===== src/rtl/opnf_pkg.sv =====
`default_nettype none
// ----------------------------------------------------------------------------
// opnf_pkg
// Shared constants and controller/datapath types for the origin plane fit.
// ----------------------------------------------------------------------------
package opnf_pkg;

  localparam int MAX_POINTS = 64;
  localparam int ADDR_W     = $clog2(MAX_POINTS);
  localparam int CNT_W      = $clog2(MAX_POINTS + 1);
  localparam int COORD_W    = 16;
  localparam int NORM_W     = 16;
  localparam int DIST_W     = 15;
  localparam int STEP_W     = 6;
  localparam int ROW_W      = 3 * COORD_W;

  localparam logic [DIST_W-1:0] DIST_RESET = 15'd205;
  localparam logic [14:0]       NORM_ONE   = 15'd16384;

  // root digit loop runs one result bit per step, quotient one bit per step
  localparam logic [STEP_W-1:0] SQRT_LAST = 6'd31;
  localparam logic [STEP_W-1:0] DIV_LAST  = 6'd14;
  localparam logic [STEP_W-1:0] TRIPLE_LAST = 6'd2;
  localparam logic [STEP_W-1:0] DRAIN_LAST  = 6'd1;

  typedef enum logic [4:0] {
    ST_IDLE,
    ST_FIT_INIT,
    ST_RD_A,
    ST_RD_B,
    ST_LD_B,
    ST_CROSS,
    ST_CHECK,
    ST_SQ,
    ST_SQRT_INIT,
    ST_SQRT,
    ST_DIV_INIT,
    ST_DIV,
    ST_NORM,
    ST_SCAN,
    ST_DRAIN,
    ST_UPDATE,
    ST_NEXT,
    ST_DONE
  } state_e;

  typedef struct packed {
    logic              wr_en;
    logic [ADDR_W-1:0] addr;
    logic              load_a;
    logic              load_b;
    logic              cross_en;
    logic [1:0]        sel;
    logic              clr_acc;
    logic              sq_en;
    logic              sqrt_init;
    logic              sqrt_step;
    logic              div_init;
    logic              div_step;
    logic              norm;
    logic              scan_rd;
    logic              best_clear;
    logic              best_update;
  } cmd_t;

  typedef struct packed {
    logic c_zero;
  } status_t;

endpackage

`default_nettype wire


===== src/rtl/opnf_ctrl.sv =====
`default_nettype none
// ----------------------------------------------------------------------------
// opnf_ctrl
// Sequencer: point loading, pair loop, per-pair steps, scan and result.
// ----------------------------------------------------------------------------
module opnf_ctrl (
  input  wire logic              clk_i,
  input  wire logic              rst_ni,
  input  wire logic              start,
  input  wire logic              last_point_i,
  input  wire opnf_pkg::status_t status_i,
  output opnf_pkg::cmd_t         cmd_o,
  output logic                   busy,
  output logic                   done_o,
  output logic                   overflowed_o
);

  opnf_pkg::state_e state_q, state_d;
  logic [opnf_pkg::CNT_W-1:0]  count_q, count_d;
  logic [opnf_pkg::ADDR_W-1:0] i_q, i_d, j_q, j_d;
  logic [opnf_pkg::STEP_W-1:0] step_q, step_d;
  logic                        drop_q, drop_d;

  always_ff @(posedge clk_i or negedge rst_ni) begin
    if (!rst_ni) begin
      state_q <= opnf_pkg::ST_IDLE;
      count_q <= '0;
      i_q     <= '0;
      j_q     <= '0;
      step_q  <= '0;
      drop_q  <= 1'b0;
    end else begin
      state_q <= state_d;
      count_q <= count_d;
      i_q     <= i_d;
      j_q     <= j_d;
      step_q  <= step_d;
      drop_q  <= drop_d;
    end
  end

  always_comb begin
    state_d = state_q;
    count_d = count_q;
    i_d     = i_q;
    j_d     = j_q;
    step_d  = step_q;
    drop_d  = drop_q;
    cmd_o   = '0;
    cmd_o.sel = step_q[1:0];

    unique case (state_q)
      opnf_pkg::ST_IDLE: begin
        cmd_o.addr = count_q[opnf_pkg::ADDR_W-1:0];
        if (start) begin
          if (count_q < opnf_pkg::CNT_W'(opnf_pkg::MAX_POINTS)) begin
            cmd_o.wr_en = 1'b1;
            count_d     = count_q + 1'b1;
          end else begin
            drop_d = 1'b1;
          end
          if (last_point_i) state_d = opnf_pkg::ST_FIT_INIT;
        end
      end
      opnf_pkg::ST_FIT_INIT: begin
        cmd_o.best_clear = 1'b1;
        i_d = '0;
        j_d = opnf_pkg::ADDR_W'(1);
        state_d = (count_q < opnf_pkg::CNT_W'(2)) ? opnf_pkg::ST_DONE : opnf_pkg::ST_RD_A;
      end
      opnf_pkg::ST_RD_A: begin
        cmd_o.addr = i_q;
        state_d    = opnf_pkg::ST_RD_B;
      end
      opnf_pkg::ST_RD_B: begin
        cmd_o.addr   = j_q;
        cmd_o.load_a = 1'b1;
        state_d      = opnf_pkg::ST_LD_B;
      end
      opnf_pkg::ST_LD_B: begin
        cmd_o.load_b = 1'b1;
        step_d       = '0;
        state_d      = opnf_pkg::ST_CROSS;
      end
      opnf_pkg::ST_CROSS: begin
        cmd_o.cross_en = 1'b1;
        step_d = step_q + 1'b1;
        if (step_q == opnf_pkg::TRIPLE_LAST) state_d = opnf_pkg::ST_CHECK;
      end
      opnf_pkg::ST_CHECK: begin
        cmd_o.clr_acc = 1'b1;
        step_d = '0;
        state_d = status_i.c_zero ? opnf_pkg::ST_NEXT : opnf_pkg::ST_SQ;
      end
      opnf_pkg::ST_SQ: begin
        cmd_o.sq_en = 1'b1;
        step_d = step_q + 1'b1;
        if (step_q == opnf_pkg::TRIPLE_LAST) state_d = opnf_pkg::ST_SQRT_INIT;
      end
      opnf_pkg::ST_SQRT_INIT: begin
        cmd_o.sqrt_init = 1'b1;
        step_d  = '0;
        state_d = opnf_pkg::ST_SQRT;
      end
      opnf_pkg::ST_SQRT: begin
        cmd_o.sqrt_step = 1'b1;
        step_d = step_q + 1'b1;
        if (step_q == opnf_pkg::SQRT_LAST) state_d = opnf_pkg::ST_DIV_INIT;
      end
      opnf_pkg::ST_DIV_INIT: begin
        cmd_o.div_init = 1'b1;
        step_d  = '0;
        state_d = opnf_pkg::ST_DIV;
      end
      opnf_pkg::ST_DIV: begin
        cmd_o.div_step = 1'b1;
        step_d = step_q + 1'b1;
        if (step_q == opnf_pkg::DIV_LAST) state_d = opnf_pkg::ST_NORM;
      end
      opnf_pkg::ST_NORM: begin
        cmd_o.norm = 1'b1;
        step_d  = '0;
        state_d = opnf_pkg::ST_SCAN;
      end
      opnf_pkg::ST_SCAN: begin
        cmd_o.addr    = step_q[opnf_pkg::ADDR_W-1:0];
        cmd_o.scan_rd = 1'b1;
        step_d = step_q + 1'b1;
        if (opnf_pkg::CNT_W'(step_q) == count_q - 1'b1) begin
          step_d  = '0;
          state_d = opnf_pkg::ST_DRAIN;
        end
      end
      opnf_pkg::ST_DRAIN: begin
        step_d = step_q + 1'b1;
        if (step_q == opnf_pkg::DRAIN_LAST) state_d = opnf_pkg::ST_UPDATE;
      end
      opnf_pkg::ST_UPDATE: begin
        cmd_o.best_update = 1'b1;
        state_d = opnf_pkg::ST_NEXT;
      end
      opnf_pkg::ST_NEXT: begin
        if (opnf_pkg::CNT_W'(j_q) + 1'b1 < count_q) begin
          j_d     = j_q + 1'b1;
          state_d = opnf_pkg::ST_RD_A;
        end else if (opnf_pkg::CNT_W'(i_q) + opnf_pkg::CNT_W'(2) < count_q) begin
          i_d     = i_q + 1'b1;
          j_d     = i_q + opnf_pkg::ADDR_W'(2);
          state_d = opnf_pkg::ST_RD_A;
        end else begin
          state_d = opnf_pkg::ST_DONE;
        end
      end
      opnf_pkg::ST_DONE: begin
        count_d = '0;
        drop_d  = 1'b0;
        state_d = opnf_pkg::ST_IDLE;
      end
      default: state_d = opnf_pkg::ST_IDLE;
    endcase
  end

  assign busy         = (state_q != opnf_pkg::ST_IDLE);
  assign done_o       = (state_q == opnf_pkg::ST_DONE);
  assign overflowed_o = drop_q;

endmodule

`default_nettype wire


===== config.mk =====
export PLATFORM = sky130hd
export DESIGN_NAME = opnf_ctrl
export DESIGN_NICKNAME = d
export VERILOG_FILES = /design/src/rtl/opnf_pkg.sv /design/src/rtl/opnf_ctrl.sv
export SDC_FILE = /design/constraint.sdc
export NUM_CORES = 1
export LEC_CHECK = 0
export ABC_CLOCK_PERIOD_IN_PS = 3100
export BUFFER_PORTS_ARGS = -buffer_cell sky130_fd_sc_hd__buf_2
export CAP_MARGIN = 20
export CORE_UTILIZATION = 45
export CTS_BUF_LIST = sky130_fd_sc_hd__clkbuf_4 sky130_fd_sc_hd__clkbuf_8
export DETAILED_ROUTE_END_ITERATION = 10
export MAX_ROUTING_LAYER = met4
export PLACE_DENSITY = 0.76
export REMOVE_ABC_BUFFERS = 1
export SYNTH_ARGS = -nofsm -noshare
export SYNTH_HDL_FRONTEND = slang
export SYNTH_SLANG_ARGS = --single-unit

===== constraint.sdc =====
create_clock -name clk_i -period 3.1 [get_ports clk_i]
set_input_delay 0.62 -clock clk_i [delete_from_list [all_inputs] [get_ports clk_i]]
set_output_delay 0.62 -clock clk_i [all_outputs]
set_load 0.01 [all_outputs]

==> impl_summary.md, run 1 <==
Run status
The flow ran to the end, and the final reports show no timing, DRC or antenna violations.

Critical path
The critical path is of the register to register type. Broken down by cell family, the worst path's largest delay share belongs to simple AND/OR/NAND/NOR gates. The critical path goes through ha_1, nand3_1, xnor2_1, ha_1, nand4_1, and3_1, o21ai_1, a21oi_1, nor2_1, mux2_2. The endpoint identified for the worst register-to-register timing path is j_q[4]$_DFFE_PN0P_. The kind of launch point of the worst setup path is a register. The worst register-to-register path begins at i_q[1]$_DFFE_PN0P_. The nature of the critical path endpoint is a register. Counting both buffers and inverters, the worst setup path holds a total of 0. The minimum setup slack among reg-to-reg paths is about 0.26 ns. In this run the worst path has a maximum fanout of 6. The most critical setup path has its startpoint at i_q[1]$_DFFE_PN0P_.

The critical path arrival is 3.01 ns. The most repeated library cell on the critical path is ha_1. The endpoint of the worst setup timing path is j_q[4]$_DFFE_PN0P_. The cell depth of the worst flop-to-flop path is 10. The slowest stage of the critical path belongs to the cell dfrtp_1.

The highest cell delay on the worst timing path is between 0.4 and 0.5 ns. The critical path data required time is approximately 3.3 ns. Counting buffers and inverters, the worst setup path is 10 cells deep.

Place
The placement-stage cell area is 2889 µm². At the end of routability-driven placement, the weighted congestion stood at about 0.9. Buffers placed on the I/O ports in this run total 29. The instance count after placement with tap cells included is 414. The wire-length estimate of the detail-placed layout is slightly above 5000 µm.

Synthesis
The share of synthesized area in the top cell type comes to about 29%. The sequential share of the synthesized area is 28.58%. The number of library cell types mapped by synthesis is 54.

The basic-gate share of the synthesized area counting and, or, nand and nor cells is 23.61%. Ranked by total cell area, the synthesized netlist is headed by dfrtp_1 (29%), ha_1 (9.2%), xnor2_1 (4.8%), nor2_1 (4.3%), a22oi_1 (3.6%). The post-synthesis instance area is around 2700 µm².

A synthesized cell averages approximately 8 µm². The number of synthesis warnings is 0. Yosys mapped a number of flops with a built-in enable equal to 0. The register bit total from synthesis is 31. After synthesis, the largest family of logic cells by area is simple AND/OR/NAND/NOR gates.

The commonest register cell after synthesis is dfrtp_1. Multiplexer cells account for under 10% of the synthesized area. The fraction of registers with async set or reset after synthesis is between 90% and 100%.

The xor-xnor portion of the synthesized cell area is approximately 7.1%. The post-synthesis cell count is roughly 330. The fraction of the mapped netlist area in adder cells is 9.221%. The area fraction in compound gates after synthesis is between 20% and 30%. dfrtp_1 takes more of the synthesized area than any other cell.

GRT
The wire length of the first global-routing pass is 11340 µm. The maximum number of pins on one net before global-route repair is 32. For this run, the total global-route usage over all layers was measured as about a quarter.

The number of antenna violations at the first check in global routing is 0. The via count of the first global-routing pass came to 2348. Summed over all layers, the global routing overflow is 0.

Power and ir drop
Summed over all cells, the static leakage comes to 1.358 nW. In this run, the combinational gates consume 55.9% of the power. The switching power share of the total is 48.51%.

The internal cell power is roughly 0.0013 W. The register share of total power is a little under a third. In this run the power density over the cells is 870.3 nW/µm². The share of total power dissipated in the clock network is roughly 14%. The peak supply drop is 0.3914 mV. The analysis attributes to net switching a power of between 0.001 and 0.0015 W.

Layout
After routing the design area is between 2000 and 3000 µm². The area added between synthesis and finish is 10.28%. Once layout is complete, the cells apart from fillers number roughly 420. The sequential cell area is roughly 780 µm². The number of diodes is 0. The area of the multi-input gates is roughly 1800 µm². After the last flow step, the layout net total stands at 374.

The final standard cell utilization of the core is 52.73%. The filler cells instantiated in the layout total between 500 and 600. The share of layout cells above drive strength 1 is between 10% and 20%.

STA
Dividing the final minimum period by the clock period gives approximately nine tenths. The number of slew-limit violations in the final report came to 0. The worst max-slew margin expressed relative to the limit is ~51%. Across the routed clock network, the largest skew measured is roughly 0.0061 ns. The number of hold violations in the final report is 0.

The summed negative setup slack over all endpoints is 0 ns. The final setup violation count is 0. The final critical delay including setup and external delays is 2.844 ns. For this run, the top clock speed supported by timing is 351.6 MHz. Setup repair after global routing left no endpoint under its margin. The slew at the pin closest to its max-slew limit is 0.7286 ns.

Route
The overall routed net length is approximately 7000 µm. The detailed-route vias per instance is roughly 6.2. The routed via count is between 2000 and 3000. The number of optimization iterations in the first detailed-route pass is 5. In the final routed layout, each cell accounts on average for between 15 and 20 µm. The number of antenna-violating nets in the routed design is 0.

The first-iteration detailed-routing DRC count is about 210. In the routed design, unresolved DRC markers number 0.

Floorplanning
The height of the chip is about 80 µm. For this configuration, the core starts out at a cell density of around 48%. The die covers between 6000 and 7000 µm². The die outline width is around 80 µm. The number of top-level pins is 30. The initialized floorplan defines 27 standard-cell rows.

The total area inside the core boundary comes to 5675 µm².

Clocking
In this run the clock root is driven by a clkbuf_8. Clock-pin slew was measured on the worst setup and hold paths at roughly 0.070 ns. The longest clock path from root to sink contains 2 buffers. The number of hold buffers added after CTS was 0. At the later pin of the worst-skew pair, clock insertion delay measures approximately 0.28 ns. The H-tree was split into 2 levels. The CTS sink count is 31.

Once the clock tree was built, the resizer swapped 0 gates to a different size. Post-CTS timing repair inserted 0 buffers for setup. TritonCTS built the clock tree. The TritonCTS buffer count is 5.

Flow run
Max-cap violations in this run came to 0.

Min path
The tightest min-delay check is of the input pin to asynchronous set/reset pin type.
## per-stage QoR
step / hold slack, ns / worst slack (ns) / total power [W]
global placement: 0.4732 / 0.3560 / 0.002178
floorplan: 0.3244 / 0.1920 / 0.001752
global route: 0.4444 / 0.08051 / 0.002813
finish: 0.3904 / 0.2558 / 0.002605
CTS: 0.4207 / 0.2748 / 0.002579
detailed placement: 0.4935 / 0.2873 / 0.002211
## logic make-up after synthesis
family,Yosys count
multiplexers,11
flip-flops,31
buffers and inverters,44
AO/OA/AOI/OAI,81
adder cells (fa/ha/maj),20
AND/OR/NAND/NOR,122
XOR/XNOR,22
## final cells by class
cell class	instances	share of cell area, %
Multi-Input combinational cell	256	58.61
Sequential cell	31	25.92
Timing Repair Buffer	36	6.605
Clock buffer	8	3.470
Tap cell	72	3.010
Inverter	19	2.383
## state kept, by name, indices dropped and copies added (netlist names)
| register | cells |
|---|---|
| j_q | 6 |
| step_q | 6 |
| state_q | 5 |
| count_q | 7 |
| overflowed_o | 1 |
| i_q | 6 |
## power groups by stage
stage / sequential (W) / combinational, W / clock, W
after detailed placement: 0.000780 / 0.00143 / 0
final: 0.000785 / 0.00146 / 0.000364
after floorplan: 0.000710 / 0.00104 / 0
after global routing: 0.000806 / 0.00162 / 0.000391
after CTS: 0.000773 / 0.00144 / 0.000370
after global placement: 0.000775 / 0.00140 / 0
## layer usage
metal | vias up | wire length, µm | share of wire [%] | track usage, %
met5 | - | 0 | 0 | -
li1 | 1240 | - | - | -
met3 | 7 | 552 | 7.9 | 3.543
met4 | 0 | 52 | 0.75 | 6.182
met1 | 1249 | 3153 | 45 | 31.92
met2 | 113 | 3208 | 46 | 37.26
## cells in the mapped netlist, types with 10 or more instances
| master | instances |
|---|---|
| o21ai_0 | 10 |
| a22oi_1 | 13 |
| inv_1 | 18 |
| xnor2_1 | 15 |
| nand3_1 | 11 |
| ha_1 | 20 |
| a21oi_1 | 19 |
| clkbuf_1 | 19 |
| dfrtp_1 | 31 |
| nand2_1 | 22 |
| nor2_1 | 31 |
| nand4_1 | 10 |
## how the worst min path moves through the flow
stage | slack (ns) | endpoint | startpoint
floorplan | 0.32 | count_q[0]$_DFFE_PN0P_ | rst_ni
global placement | 0.47 | overflowed_o$_DFFE_PN0P_ | overflowed_o$_DFFE_PN0P_
detailed placement | 0.49 | overflowed_o$_DFFE_PN0P_ | overflowed_o$_DFFE_PN0P_
CTS | 0.42 | j_q[2]$_DFFE_PN0P_ | rst_ni
global route | 0.44 | count_q[4]$_DFFE_PN0P_ | rst_ni
finish | 0.39 | count_q[5]$_DFFE_PN0P_ | rst_ni
## placed cells by master (no fill, tap or decap), types with 3 or more instances in the layout
master and count:
a21o_1 4, a21oi_1 19, a22oi_1 13, a31oi_1 6, and3_1 6, buf_2 29, buf_4 7, clkbuf_8 7
dfrtp_1 31, ha_1 20, inv_1 18, mux2_2 5, mux2i_1 4, nand2_1 22, nand2b_1 8, nand3_1 11
nand3b_1 4, nand4_1 10, nor2_1 31, nor3_1 7, nor3b_1 5, o21ai_0 10, o21ai_1 3, o31ai_1 7
or3_1 6, or4_1 5, xnor2_1 15, xor2_1 7
No activity file was read; power rests on OpenSTA's default activity.
==> run 2: changes to the inputs <==
Settings changed: ABC_AREA set to 1.
==> run 2 against run 1 <==
Effect of this change:
- fmax grew 9.0%
- power shrank 1.7%
- sequential cell count is the same
- sequential share of layout area shrank 1.1 points
- largest cell class unchanged
- wire length grew 9.2%
- via count grew 14%
==> impl_summary.md, run 2 <==
Route
The DRC violations left is 0. The number of optimization iterations in the first detailed-route pass is 5. After detailed routing, the total wire length is between 7000 and 8000 µm.

The detailed-route vias per instance is around 5.7. The routed via count is a little under 3000. In the final routed layout, each cell accounts on average for 14.49 µm. The number of antenna-violating nets in the routed design is 0.

The first-iteration detailed-routing DRC count is approximately 350.

Layout
The area growth from synthesis to layout is 9.570%. In the layout the commonest cells are nand2_1 (110), nand3_1 (54), inv_1 (50), nor2_1 (40), dfrtp_1 (31). The library cell used most frequently in the layout, excluding fill and tap cells, is nand2_1. The number of nets in the final layout is roughly 470. The number of antenna diodes in the final layout is 0.

The register with the most flip-flops in the layout has 7 of them. Ranked by flip-flop count, first place goes to count_q. The filler cell count is approximately 580.

The share of layout cells above drive strength 1 is 13.33%.

Floorplanning
In this run the vertical extent of the chip is 81.59 µm. After floorplanning, the core was divided into 28 placement rows. The initial utilization of the core area, before any placement, comes to a little under half.

The die covers between 6000 and 7000 µm². The die outline width is 81.59 µm. The region available for standard cell placement spans approximately 6000 µm². 30 I/O pins were placed.

Synthesis
The combinational family with the most area after synthesis is simple AND/OR/NAND/NOR gates. The synthesized netlist devotes approximately 8.8% of its cell area to adder and majority cells. Ranked by instance count, the synthesized netlist is headed by nand2_1 (110), nand3_1 (54), inv_1 (50), nor2_1 (40), dfrtp_1 (31). The synthesized netlist contains 36 unique library cells. Of all flip-flops after synthesis, the portion carrying an async set or reset was 100.0%.

The sequential share of the synthesized area is between 20% and 30%. The number of synthesis warnings is 0. After Yosys synthesis, XOR and XNOR cells account for around 3.7% of the synthesized area.

The mux share of post-synthesis cell area is 0%. The area fraction in compound gates after synthesis is a little over an eighth. The commonest register cell after synthesis is dfrtp_1. The post-synthesis cell count is between 400 and 500. Averaged over all synthesized cells, the footprint is approximately 6.7 µm².

Yosys attributes the largest share of cell area to dfrtp_1 (27%), nand2_1 (14%), nand3_1 (9.5%), ha_1 (8.8%), inv_1 (6.6%). After synthesis the cells add up to about 2900 µm². The top cell type by total area after synthesis is dfrtp_1.

The synthesized design contains 0 enable-type register cells. The leading cell type by number of instances after synthesis is nand2_1. After synthesis the netlist holds a flip-flop and latch count of 31. The basic-gate share of the synthesized area counting and, or, nand and nor cells is ~37%. The area share of the leading cell type in the synthesized netlist is 27.22%.

Critical path
The critical setup path kind is register to primary output. In this design, the stage delay of the slowest critical-path cell is between 0.4 and 0.5 ns. STA classifies the critical path endpoint as a primary output. The kind of launch point of the worst setup path is a register.

The critical path arrival is 1.99 ns. Along the worst path, the maximum fanout reaches 16. The master of the slowest instance on the critical path is dfrtp_1.

The number of buffer and inverter stages on the critical path is 2. The critical path data required time is between 2 and 2.5 ns. The top cell family by delay on the critical path is simple AND/OR/NAND/NOR gates. Across all register-to-register paths, the minimum setup slack is ~0.52 ns. Walking the worst path, the cells encountered are inv_1, nand3_2, nor2_4, a22oi_1, o221ai_1, buf_2.

STA
The summed negative setup slack over all endpoints is 0 ns. The fmax is ~380 MHz. The number of hold violations in the final report is 0.

The worst pin sits at a relative slew slack of a little over half. Across the routed clock network, the largest skew measured is 0.007581 ns. The number of slew-limit violations in the final report is 0. The final setup violation count is 0. The share of the cycle needed by the critical path after routing is 84.14%. The least setup slack across all paths after layout is ~0.49 ns. The clock period could shrink to around 2.6 ns. For the pin with the worst max-slew slack, the measured transition is 0.7170 ns. Setup repair after global routing left no endpoint under its margin.

GRT
The via count of the first global-routing pass is between 2000 and 3000. The number of antenna violations at the first check in global routing is 0. The overall fraction of global-route tracks in use is between 20 and 30%. The sum of overflow across all layers after global routing is 0.

The first global-routing pass estimated 12790 µm of wire. The maximum number of pins on one net before global-route repair is 32.

Clocking
The insertion delay of the later-clocked pin in the worst-skew pair is between 0.2 and 0.3 ns. The cts-stage hold buffer count is 0. Buffers added to address setup during post-CTS repair amount to 0. The buffer cell driving the clock tree root is clkbuf_8. The CTS tree is done. The clock edge transition at the registers on the reported setup and hold paths is ~0.07 ns. The H-tree generated during clock tree synthesis spans 2 levels. The clock passes through at most 2 buffers.

The TritonCTS buffer count is 5. After clock tree synthesis, the repair step resized 0 gates. The tree built by TritonCTS fans out to 31 sinks.

Min path
The path class of the tightest hold or removal check is input pin to asynchronous set/reset pin.

Place
The detailed placer's ending HPWL is approximately 5800 µm. The placement-stage worst setup slack is 0.5470 ns. At the end of routability-driven placement, the weighted congestion stood at around 0.97. Input and output buffers added on the ports amount to 29.

Flow run
The max-capacitance violation count is 0.

Power and ir drop
For this design the ratio of total power to cell area is ~820 nW/µm². The leakage power is between 1.5 and 2 nW. IR analysis of the VDD net gives a maximum drop of 0.3891 mV.

Run status
The run finished with clean final reports.
-- run 2: cell count changes after synthesis, moves of 6 or more --
cell / previous run / this run
a22oi_1: 13 / 7
nand3_1: 11 / 54
nand2_1: 22 / 110
or3_1: 6 / 0
clkbuf_1: 19 / 2
xnor2_1: 15 / 0
nand2b_1: 8 / 1
nor2_1: 31 / 40
o21ai_0: 10 / 16
a21oi_1: 19 / 7
o31ai_1: 7 / 1
inv_1: 18 / 50
-- run 2: worst paths after layout --
path | from | endpoint | cells past startpoint
hold / removal | rst_ni | state_q[3]$_DFFE_PN0P_ | 1
max in group asynchronous | rst_ni | j_q[4]$_DFFE_PN0P_ | 1
min in group clk_i | overflowed_o$_DFFE_PN0P_ | overflowed_o$_DFFE_PN0P_ | 2
hold reg to reg | overflowed_o$_DFFE_PN0P_ | overflowed_o$_DFFE_PN0P_ | 2
setup / recovery | state_q[4]$_DFFE_PN0P_ | cmd_o[19] | 6
setup reg to reg | j_q[2]$_DFFE_PN0P_ | i_q[4]$_DFFE_PN0P_ | 15
-- run 2: through the flow --
step | hold slack, ns | total power (W) | util (%) | cell area [µm²] | instances
final | 0.3678 | 0.002561 | 51.83 | 3123 | 525
after global routing | 0.4370 | 0.002795 | 51.83 | 3123 | 525
after CTS | 0.3981 | 0.002547 | 51.83 | 3123 | 525
after detailed placement | 0.5047 | 0.002174 | 50.10 | 3019 | 517
after global placement | 0.4839 | 0.002128 | 50.10 | 3019 | 517
after floorplan | 0.3244 | 0.001764 | - | 2780 | 413
-- run 2: layout make-up --
class / instances / area, µm² / area share, %
clock buffer: 8 / 103.9 / 3.325
multi-input combinational: 326 / 1794 / 57.45
timing repair buffer: 29 / 145.1 / 4.647
sequential: 31 / 775.7 / 24.84
inverter: 56 / 210.2 / 6.731
tap: 75 / 93.84 / 3.005
-- run 2: cell families (layout without fill, tap and decap cells) --
family          count (synthesis)  count (layout)
buf+inv                        67              93
xor+xnor                       12              12
fa+ha+maj                      20              20
compound gates                 58              58
flops                          31              31
simple gates                  236             236
-- run 2: power by group --
| group | internal [W] | leakage, nW | switching (W) |
|---|---|---|---|
| clock network | 0.000211 | 0.0549 | 0.000153 |
| logic | 0.000473 | 1.23 | 0.00104 |
| registers | 0.000494 | 0.416 | 0.000187 |
| total | 0.00118 | 1.70 | 0.00138 |
-- run 2: metal layers --
metal	GRT usage [%]	part of all wire, %
met5	-	0
met3	3.778	5.7
met4	9.474	2.6
met2	41.08	45
met1	33.45	47
